===== src/sv/id3pl_pkg.sv =====
// Shared types and constants for the ID3v2 picture frame locator.
// No dependencies; imported by every module of the block.
`timescale 1ns / 1ps
`default_nettype none

package id3pl_pkg;

    localparam int POS_W        = 22;   // byte position / buffer length width
    localparam int OFS_W        = 21;   // image offset width
    localparam int LEN_W        = 22;   // image length width
    localparam int TAG_W        = 28;   // syncsafe tag size width
    localparam int FLEN_W       = 32;   // frame size width
    localparam int END_W        = 23;   // frame end offset width
    localparam int HEADER_BYTES = 10;
    localparam int PIC_MIN_SIZE = 20;
    localparam logic [7:0] SYNCSAFE_MASK = 8'h7F;

    typedef enum logic [2:0] {
        PH_HEADER,
        PH_FRAME_HDR,
        PH_ENC,
        PH_MIME,
        PH_TYPE,
        PH_DESC,
        PH_SKIP
    } phase_t;

    typedef enum logic [2:0] {
        ST_PICTURE   = 3'd0,
        ST_TAG_END   = 3'd1,
        ST_ZERO_SIZE = 3'd2,
        ST_OVERRUN   = 3'd3,
        ST_SHORT     = 3'd4
    } status_t;

    typedef struct packed {
        logic [7:0] data_byte;
        logic       last_byte;
    } in_item_t;

    typedef struct packed {
        status_t            status;
        logic [OFS_W-1:0]   image_offset;
        logic [LEN_W-1:0]   image_length;
    } result_t;

    // Frame id "APIC", one byte per header offset
    function automatic logic [7:0] apic_byte(input logic [1:0] k);
        logic [7:0] b;
        unique case (k)
            2'd0: b = 8'h41;
            2'd1: b = 8'h50;
            2'd2: b = 8'h49;
            2'd3: b = 8'h43;
            default: b = 8'h00;
        endcase
        return b;
    endfunction

endpackage

`default_nettype wire


===== src/sv/id3pl_parser.sv =====
// Per-byte parse state and its next-state logic for the picture locator.
// Depends on id3pl_pkg.
`timescale 1ns / 1ps
`default_nettype none

module id3pl_parser
    import id3pl_pkg::*;
(
    input  wire logic              aclk,
    input  wire logic              aresetn,
    input  wire logic              fire,
    input  wire in_item_t          item,
    input  wire logic [POS_W-1:0]  eff_size,
    output logic                   res_valid,
    output result_t                res
);

    phase_t              phase_reg,  phase_next;
    logic [POS_W-1:0]    pos_reg,    pos_next;
    logic [TAG_W-1:0]    tag_reg,    tag_next;
    logic                v4_reg,     v4_next;
    logic [POS_W-1:0]    fstart_reg, fstart_next;
    logic [FLEN_W-1:0]   flen_reg,   flen_next;
    logic [END_W-1:0]    fend_reg,   fend_next;
    logic                pic_reg,    pic_next;
    logic                done_reg,   done_next;
    logic [3:0]          hcnt_reg,   hcnt_next;

    logic [7:0]          b;
    logic [TAG_W-1:0]    tag_shift;
    logic [TAG_W:0]      tag_sum;
    logic [TAG_W-1:0]    tag_clamp;
    logic [FLEN_W-1:0]   flen_base;
    logic [FLEN_W-1:0]   flen_new;
    logic [FLEN_W:0]     end_sum;
    logic [END_W-1:0]    pos1;
    logic                desc_hit;
    logic                pic_emit;

    assign b    = item.data_byte;
    assign pos1 = {1'b0, pos_reg} + END_W'(1);

    always_comb begin
        phase_next  = phase_reg;
        tag_next    = tag_reg;
        v4_next     = v4_reg;
        fstart_next = fstart_reg;
        flen_next   = flen_reg;
        fend_next   = fend_reg;
        pic_next    = pic_reg;
        done_next   = done_reg;
        hcnt_next   = hcnt_reg;
        res_valid   = 1'b0;
        res.status       = ST_TAG_END;
        res.image_offset = '0;
        res.image_length = '0;
        tag_shift = {tag_reg[TAG_W-8:0], b[6:0] & SYNCSAFE_MASK[6:0]};
        tag_sum   = {1'b0, tag_shift} + (TAG_W+1)'(HEADER_BYTES);
        tag_clamp = tag_shift;
        flen_base = (hcnt_reg == 4'd4) ? '0 : flen_reg;
        flen_new  = v4_reg ? {flen_base[FLEN_W-8:0], b[6:0]} : {flen_base[FLEN_W-9:0], b};
        end_sum   = {{(FLEN_W+1-POS_W){1'b0}}, fstart_reg} + (FLEN_W+1)'(HEADER_BYTES)
                    + {1'b0, flen_new};
        desc_hit  = (phase_reg == PH_DESC) && (b == 8'h00);
        pic_emit  = desc_hit && (pos1 < fend_reg);

        if (!done_reg) begin
            unique case (phase_reg)
                PH_HEADER: begin
                    if (eff_size < POS_W'(HEADER_BYTES)) begin
                        done_next  = 1'b1;
                        res_valid  = 1'b1;
                        res.status = ST_SHORT;
                    end else begin
                        if (pos_reg == POS_W'(3)) begin
                            v4_next = (b >= 8'd4);
                        end
                        if (pos_reg >= POS_W'(6) && pos_reg <= POS_W'(9)) begin
                            tag_next = tag_shift;
                        end
                        if (pos_reg == POS_W'(9)) begin
                            if (tag_sum > {{(TAG_W+1-POS_W){1'b0}}, eff_size}) begin
                                tag_clamp = TAG_W'(eff_size - POS_W'(HEADER_BYTES));
                            end
                            tag_next    = tag_clamp;
                            fstart_next = POS_W'(HEADER_BYTES);
                            if (TAG_W'(HEADER_BYTES) >= tag_clamp) begin
                                done_next  = 1'b1;
                                res_valid  = 1'b1;
                                res.status = ST_TAG_END;
                            end else begin
                                phase_next = PH_FRAME_HDR;
                                hcnt_next  = 4'd0;
                            end
                        end
                    end
                end
                PH_FRAME_HDR: begin
                    hcnt_next = hcnt_reg + 4'd1;
                    if (hcnt_reg < 4'd4) begin
                        pic_next = ((hcnt_reg == 4'd0) || pic_reg)
                                   && (b == apic_byte(hcnt_reg[1:0]));
                    end else if (hcnt_reg < 4'd8) begin
                        flen_next = flen_new;
                        if (hcnt_reg == 4'd7) begin
                            fend_next = end_sum[END_W-1:0];
                            if (flen_new == '0) begin
                                done_next  = 1'b1;
                                res_valid  = 1'b1;
                                res.status = ST_ZERO_SIZE;
                            end else if (end_sum >
                                         {{(FLEN_W+1-POS_W){1'b0}}, eff_size}) begin
                                done_next  = 1'b1;
                                res_valid  = 1'b1;
                                res.status = ST_OVERRUN;
                            end
                        end
                    end else if (hcnt_reg == 4'd9) begin
                        phase_next = (pic_reg && flen_reg > FLEN_W'(PIC_MIN_SIZE))
                                     ? PH_ENC : PH_SKIP;
                    end
                end
                default: begin
                    // frame body
                    unique case (phase_reg)
                        PH_ENC:  phase_next = PH_MIME;
                        PH_MIME: phase_next = (b == 8'h00) ? PH_TYPE : PH_MIME;
                        PH_TYPE: phase_next = PH_DESC;
                        PH_DESC: phase_next = desc_hit ? PH_SKIP : PH_DESC;
                        default: phase_next = phase_reg;
                    endcase
                    if (pic_emit) begin
                        res_valid        = 1'b1;
                        res.status       = ST_PICTURE;
                        res.image_offset = pos1[OFS_W-1:0];
                        res.image_length = LEN_W'(fend_reg - pos1);
                    end else if (pos1 == fend_reg) begin
                        fstart_next = fend_reg[POS_W-1:0];
                        if ({{(TAG_W-END_W){1'b0}}, fend_reg} < tag_reg) begin
                            phase_next = PH_FRAME_HDR;
                            hcnt_next  = 4'd0;
                        end else begin
                            done_next  = 1'b1;
                            res_valid  = 1'b1;
                            res.status = ST_TAG_END;
                        end
                    end
                end
            endcase
        end

        pos_next = (&pos_reg) ? pos_reg : pos_reg + POS_W'(1);

        if (item.last_byte) begin
            if (!res_valid && !done_next) begin
                res_valid  = 1'b1;
                res.status = (phase_next == PH_HEADER) ? ST_SHORT : ST_OVERRUN;
            end
            phase_next  = PH_HEADER;
            pos_next    = '0;
            tag_next    = '0;
            v4_next     = 1'b0;
            fstart_next = POS_W'(HEADER_BYTES);
            flen_next   = '0;
            fend_next   = '0;
            pic_next    = 1'b0;
            done_next   = 1'b0;
            hcnt_next   = 4'd0;
        end
    end

    always_ff @(posedge aclk) begin
        if (!aresetn) begin
            phase_reg  <= PH_HEADER;
            pos_reg    <= '0;
            tag_reg    <= '0;
            v4_reg     <= 1'b0;
            fstart_reg <= POS_W'(HEADER_BYTES);
            flen_reg   <= '0;
            fend_reg   <= '0;
            pic_reg    <= 1'b0;
            done_reg   <= 1'b0;
            hcnt_reg   <= 4'd0;
        end else if (fire) begin
            phase_reg  <= phase_next;
            pos_reg    <= pos_next;
            tag_reg    <= tag_next;
            v4_reg     <= v4_next;
            fstart_reg <= fstart_next;
            flen_reg   <= flen_next;
            fend_reg   <= fend_next;
            pic_reg    <= pic_next;
            done_reg   <= done_next;
            hcnt_reg   <= hcnt_next;
        end
    end

endmodule

`default_nettype wire


===== src/sv/id3pl_out_reg.sv =====
// Result register with valid flag for the picture locator output channel.
// Depends on id3pl_pkg.
`timescale 1ns / 1ps
`default_nettype none

module id3pl_out_reg
    import id3pl_pkg::*;
(
    input  wire logic     aclk,
    input  wire logic     aresetn,
    input  wire logic     load,
    input  wire result_t  res_in,
    input  wire logic     take,
    output logic          free,
    output logic          valid,
    output result_t       res_out
);

    logic    valid_reg;
    result_t res_reg;

    // Room for a new result when empty or being drained this cycle
    assign free    = !valid_reg || take;
    assign valid   = valid_reg;
    assign res_out = res_reg;

    always_ff @(posedge aclk) begin
        if (!aresetn) begin
            valid_reg <= 1'b0;
        end else if (free) begin
            valid_reg <= load;
        end
    end

    always_ff @(posedge aclk) begin
        if (load && free) begin
            res_reg <= res_in;
        end
    end

endmodule

`default_nettype wire


===== src/sv/id3v2_picture_frame_locator_core.sv =====
// Top level of the ID3v2 picture frame locator: input register, config register,
// parser and result register. Depends on id3pl_pkg, id3pl_parser, id3pl_out_reg.
//
// Usage:
//   Input stream (s_*): one buffer byte per transaction, in order from offset 0;
//   s_tlast marks the final byte of a buffer and re-arms the parser for the next.
//   Output stream (m_*): at most one result transaction per input byte.
//   m_tuser carries the status code (picture found, tag end, zero frame size,
//   frame overrun, buffer too short); m_tdata carries image offset and length,
//   both zero unless the status is picture found.
//   cfg_wr_en/cfg_wr_data load the buffer length; write it only while no byte is in flight.
// Timing:
//   A byte lands in the input register when it is accepted and is parsed into
//   the result register once that register has room; m_tvalid rises as a result
//   is loaded there, and the result transaction completes when m_tready is high.
//   One byte per cycle sustained while the result side does not stall: the parser
//   is a single stage of counters and compares between the two registers.
// Stall / reset:
//   If m_tready is low with a result pending, the parser holds the byte in its
//   input register and s_tready drops once that register is full; nothing is
//   lost. Synchronous reset clears the valid flags and the buffer length register
//   and returns the parse state to the start of a buffer.
`timescale 1ns / 1ps
`default_nettype none

module id3v2_picture_frame_locator_core
    import id3pl_pkg::*;
#(
    parameter int unsigned MAX_BUFFER_BYTES = 2097152
) (
    input  wire logic              aclk,
    input  wire logic              aresetn,
    // configuration
    input  wire logic              cfg_wr_en,
    input  wire logic [POS_W-1:0]  cfg_wr_data,    // buffer_length
    // input stream
    input  wire logic              s_tvalid,
    output logic                   s_tready,
    input  wire logic [7:0]        s_tdata,        // [7:0] data_byte
    input  wire logic              s_tlast,        // last_byte
    // result stream
    output logic                   m_tvalid,
    input  wire logic              m_tready,
    output logic [47:0]            m_tdata,        // [20:0] image_offset, [42:21] image_length
    output logic [2:0]             m_tuser         // [2:0] status
);

    // Buffer length clamp; wide enough for the largest allowed limit
    localparam logic [31:0] MAX_VEC = 32'(MAX_BUFFER_BYTES);

    logic [POS_W-1:0] buf_len_reg;
    logic [POS_W-1:0] eff_size;

    logic     in_valid_reg;
    in_item_t in_item_reg;
    logic     fire;
    logic     out_free;
    logic     res_valid;
    result_t  res;
    result_t  res_q;

    always_ff @(posedge aclk) begin
        if (!aresetn) begin
            buf_len_reg <= '0;
        end else if (cfg_wr_en) begin
            buf_len_reg <= cfg_wr_data;
        end
    end

    assign eff_size = ({{(32-POS_W){1'b0}}, buf_len_reg} < MAX_VEC)
                      ? buf_len_reg : MAX_VEC[POS_W-1:0];

    // Parse a byte whenever one is held and the result slot can take it
    assign fire     = in_valid_reg && out_free;
    assign s_tready = !in_valid_reg || fire;

    always_ff @(posedge aclk) begin
        if (!aresetn) begin
            in_valid_reg <= 1'b0;
        end else if (s_tready) begin
            in_valid_reg <= s_tvalid;
        end
    end

    always_ff @(posedge aclk) begin
        if (s_tready && s_tvalid) begin
            in_item_reg.data_byte <= s_tdata;
            in_item_reg.last_byte <= s_tlast;
        end
    end

    id3pl_parser u_parser (
        .aclk      (aclk),
        .aresetn   (aresetn),
        .fire      (fire),
        .item      (in_item_reg),
        .eff_size  (eff_size),
        .res_valid (res_valid),
        .res       (res)
    );

    id3pl_out_reg u_out (
        .aclk    (aclk),
        .aresetn (aresetn),
        .load    (fire && res_valid),
        .res_in  (res),
        .take    (m_tready),
        .free    (out_free),
        .valid   (m_tvalid),
        .res_out (res_q)
    );

    assign m_tuser = res_q.status;
    assign m_tdata = {5'b0, res_q.image_length, res_q.image_offset};

endmodule

`default_nettype wire


===== config.mk =====
export PLATFORM = sky130hd
export DESIGN_NAME = id3v2_picture_frame_locator_core
export DESIGN_NICKNAME = d
export VERILOG_FILES = /design/src/sv/id3pl_pkg.sv /design/src/sv/id3pl_parser.sv /design/src/sv/id3pl_out_reg.sv /design/src/sv/id3v2_picture_frame_locator_core.sv
export SDC_FILE = /design/constraint.sdc
export NUM_CORES = 1
export LEC_CHECK = 0
export ABC_AREA = 1
export CAP_MARGIN = 40
export CORE_AREA = 4 4 177 179
export DETAILED_ROUTE_END_ITERATION = 16
export DIE_AREA = 0 0 181 183
export DONT_BUFFER_PORTS = 1
export GPL_ROUTABILITY_DRIVEN = 0
export PLACE_DENSITY = 0.67
export SLEW_MARGIN = 10
export SYNTH_ARGS = -nofsm -noshare
export SYNTH_HDL_FRONTEND = slang
export SYNTH_SLANG_ARGS = --single-unit
export TNS_END_PERCENT = 5

===== constraint.sdc =====
create_clock -name aclk -period 10.8 [get_ports aclk]
set_clock_uncertainty 0.1 [all_clocks]
set_input_delay 1.62 -clock aclk [delete_from_list [all_inputs] [get_ports aclk]]
set_output_delay 1.62 -clock aclk [all_outputs]
set_load 0.02 [all_outputs]

==> flow_summary.rst <==
.. list-table::
   :header-rows: 1

   * - Metric
     - Value
   * - Final min period
     - between 6 and 7 ns
   * - Hold_ws
     - 0.3606 ns
   * - Maximum clock path buffer count
     - 3
   * - CP startpoint kind
     - flip-flop
   * - Max Freq
     - between 0.15 and 0.2 GHz
   * - H-tree Lvls
     - 1
   * - Total power consumption of the routed design
     - 2.076 mW
   * - Start of the worst register-to-register path
     - u_parser.v4_reg$_SDFFE_PN0P_
   * - Tightest Hold Check Type
     - reg2reg
   * - Root buf cell
     - sky130_fd_sc_hd__clkbuf_16
   * - Area overhead of the layout relative to synthesis
     - 7.113%
   * - Total Die Area
     - approximately 33000 um^2
   * - Setup CP Type
     - reg2reg
   * - Top-area cell type share of the netlist area
     - 19.91%
   * - Category of the worst setup path capture point
     - flip-flop
   * - Fraction of layout instances using a drive strength above 1
     - around 4.8%
   * - Worst Tran Pin Value
     - just under 1 ns
   * - Flip-flop count of the largest register, all copies and words added
     - 46
   * - DRT antenna net count
     - 0
   * - Die Y
     - 183 um
   * - Data required time at the worst endpoint
     - between 10 and 15 ns
   * - Placeable core region
     - about 30000 um^2
   * - Wire length of the first global-routing pass
     - ~80 mm
   * - Post-layout util
     - between 50% and 60%
   * - Vias after detailed routing
     - around 16000
   * - Worst skew pair latency
     - between 0.5 and 0.6 ns
   * - TritonCTS clock tree
     - done
   * - Total power divided by cell area
     - 119.7 nW/um^2
   * - Synth Flop Type
     - sky130_fd_sc_hd__dfxtp_1
   * - Fin crit share
     - between 60% and 70%
   * - Maximum number of pins on one net before global-route repair
     - 50
   * - Standard-cell row count
     - 63
   * - CTS Sinks
     - 216
   * - Cell with the most instances after synthesis
     - sky130_fd_sc_hd__nand2_1
   * - Number of iterations in the first detailed-routing pass
     - 6
   * - Quantity of I/O buffers inserted on ports
     - 0
   * - Reg-to-reg slack, setup
     - ~4.3 ns
   * - Die boundary width
     - roughly 180 um
   * - Final standard cell count with taps included and fillers excluded
     - 2729
   * - Number of hold-repair buffers added at the cts stage
     - 0
   * - Peak supply drop
     - roughly 0.00011 V
   * - Setup Fix Bufs, Post-CTS
     - 0
   * - Leakage
     - 7.466 nW
   * - Status
     - complete, no violations
   * - Hold violation count in the final report
     - 0
   * - Number of global-route vias before repair
     - 14680
   * - Number of failing setup endpoints in the final timing report
     - 0
   * - Worst Path Max Fanout
     - 43
   * - Register bit count reported by yosys
     - approximately 220
   * - Nets@finish
     - between 2000 and 3000
   * - Syn Std Cell Area
     - 16180 um^2
   * - Average detailed-routed wire length per instance
     - between 15 and 20 um
   * - Effective utilization at floorplan
     - 54.75%
   * - Commonest cells post-synth
     - 558 x sky130_fd_sc_hd__nand2_1, 262 x sky130_fd_sc_hd__inv_1, 260 x sky130_fd_sc_hd__nor2_1, 232 x sky130_fd_sc_hd__a21oi_1, 161 x sky130_fd_sc_hd__dfxtp_1
   * - Yosys cell types
     - 60
   * - Synthesized netlist cell count
     - around 2400
   * - Largest area contributor in the synthesized netlist
     - sky130_fd_sc_hd__dfxtp_1
   * - Synthesized area per cell
     - 6.872 um^2
   * - Area contributors post-synth
     - sky130_fd_sc_hd__dfxtp_1 20%, sky130_fd_sc_hd__nand2_1 13%, sky130_fd_sc_hd__ha_1 11%, sky130_fd_sc_hd__edfxtp_1 10%, sky130_fd_sc_hd__a21oi_1 7.2%
   * - Number of placed instances with taps included
     - roughly 2700
   * - Arr. time, crit path
     - ~6.6 ns
   * - Remaining DRCs
     - 0
   * - Post-synth EDFFs
     - 55
   * - Total detailed-routing wirelength
     - just over 50 mm
   * - Pins over their slew limit
     - 0
   * - Launch instance of the worst min-delay path
     - buf_len_reg[0]$_SDFFE_PN0P_
   * - HPWL after DPL
     - between 30 and 40 mm
   * - I/O pin cnt
     - just under 90
   * - Worst rel slew slack
     - around a third
   * - Startpoint of the most critical setup path
     - u_parser.v4_reg$_SDFFE_PN0P_
   * - Routed vias/inst
     - slightly below 6
   * - Diode count
     - 0
   * - CTS resizes
     - 0
   * - Number of design-rule violations left by the first detailed-router iteration
     - around 1600
   * - Fraction of registers with async set/reset
     - 0%
   * - Initial antenna violation count
     - 0
   * - Total congestion overflow after global routing
     - 0
   * - Total number of yosys warnings
     - 0
   * - CTS Buf Count
     - 25
   * - Final-layout setup total negative slack
     - 0 ns
   * - GRT Resource Usage Total
     - just under 30%
   * - Setup repair after global routing missed its margin
     - false
   * - Sequential cell area fraction in the yosys report
     - a little under a third
   * - Clock-pin slew on the worst setup and hold paths
     - around 0.060 ns
   * - Number of max-capacitance violations reported
     - 0
==> path summary, 6_finish.rpt <==
check,end,cells past startpoint
setup / recovery,u_out.res_out[23]$_SDFFCE_PP0P_,23
hold / removal,buf_len_reg[0]$_SDFFE_PN0P_,2
hold reg to reg,buf_len_reg[0]$_SDFFE_PN0P_,2
setup reg to reg,u_out.res_out[23]$_SDFFCE_PP0P_,23
==> cell families after synthesis <==
group                    synth area share (%)
AO/OA/AOI/OAI                           16.47
XOR/XNOR                                5.458
adder cells (fa/ha/maj)                 11.38
buffers and inverters                   8.697
flip-flops                              30.12
multiplexers                          0.06185
other                                 0.02317
AND/OR/NAND/NOR                         27.79
==> per-layer routing <==
layer / vias up / track usage, % / wire length, um
met1: 7356 / 39.76 / 21580
met3: 143 / 3.887 / 4289
met2: 709 / 48.32 / 22530
li1: 7743 / - / -
met5: - / 0 / 0
met4: 0 / 11.53 / 2527
==> critical path, cell delays in order, from the launching register on <==
cell,delay (ns)
sky130_fd_sc_hd__dfxtp_1,0.82
sky130_fd_sc_hd__clkinv_1,0.79
sky130_fd_sc_hd__o21ai_0,0.76
sky130_fd_sc_hd__ha_1,0.39
sky130_fd_sc_hd__nand2_1,0.09
sky130_fd_sc_hd__nand2_1,0.06
sky130_fd_sc_hd__o21bai_1,0.21
sky130_fd_sc_hd__a21oi_1,0.26
sky130_fd_sc_hd__o21ai_0,0.13
sky130_fd_sc_hd__xor2_1,0.20
sky130_fd_sc_hd__ha_1,0.32
sky130_fd_sc_hd__nand2_1,0.07
sky130_fd_sc_hd__nor3_1,0.29
sky130_fd_sc_hd__nand2_1,0.08
sky130_fd_sc_hd__nor4b_1,0.33
sky130_fd_sc_hd__nand4_1,0.14
sky130_fd_sc_hd__nand2_1,0.13
sky130_fd_sc_hd__nand3_1,0.13
sky130_fd_sc_hd__nand2_1,0.17
sky130_fd_sc_hd__nand4_1,0.11
sky130_fd_sc_hd__nand2_1,0.11
sky130_fd_sc_hd__nand2_1,0.09
sky130_fd_sc_hd__inv_2,0.13
sky130_fd_sc_hd__buf_12,0.24
==> layout by cell type, fill, tap and decap left out, drive strengths merged, types with 4 or more instances in the layout <==
master and n:
xnor2 30, nand4 33, a22oi 26, conb 5, nor2 271, xor2 70
or2 7, dfxtp 161, o21ai 125, clkbuf 37, buf 17, ha 144
o21bai 4, inv 270, o21a 10, nor3 39, a21oi 233, a21o 6
o211ai 34, nand3 115, edfxtp 55, clkinv 9, nor4 20, a211oi 18
nand2 569
==> power by group <==
group | leakage (nW) | switching, mW | internal [mW]
clock network | 0.428 | 0.347 | 0.532
logic | 5.19 | 0.218 | 0.103
registers | 1.85 | 0.0270 | 0.849
total | 7.47 | 0.592 | 1.48
==> per-stage QoR <==
stage | setup WS, ns | area, um^2
6_report | 4.279 | 17340
5_1_grt | 3.721 | 17340
4_1_cts | 4.424 | 17340
3_5_place_dp | 4.468 | 16480
3_3_place_gp | 4.260 | 16410
2_1_floorplan | 5.187 | 16200
==> cell type report <==
class / instances / area, um^2
Multi-Input combinational cell: 1787 / 9920
Tap cell: 390 / 488.0
Sequential cell: 216 / 4875
Clock buffer: 37 / 760.7
Clock inverter: 8 / 93.84
Inverter: 273 / 1027
Timing Repair Buffer: 18 / 171.4
Fill cell: 2857 / 12220
No activity file was read; power rests on OpenSTA's default activity.
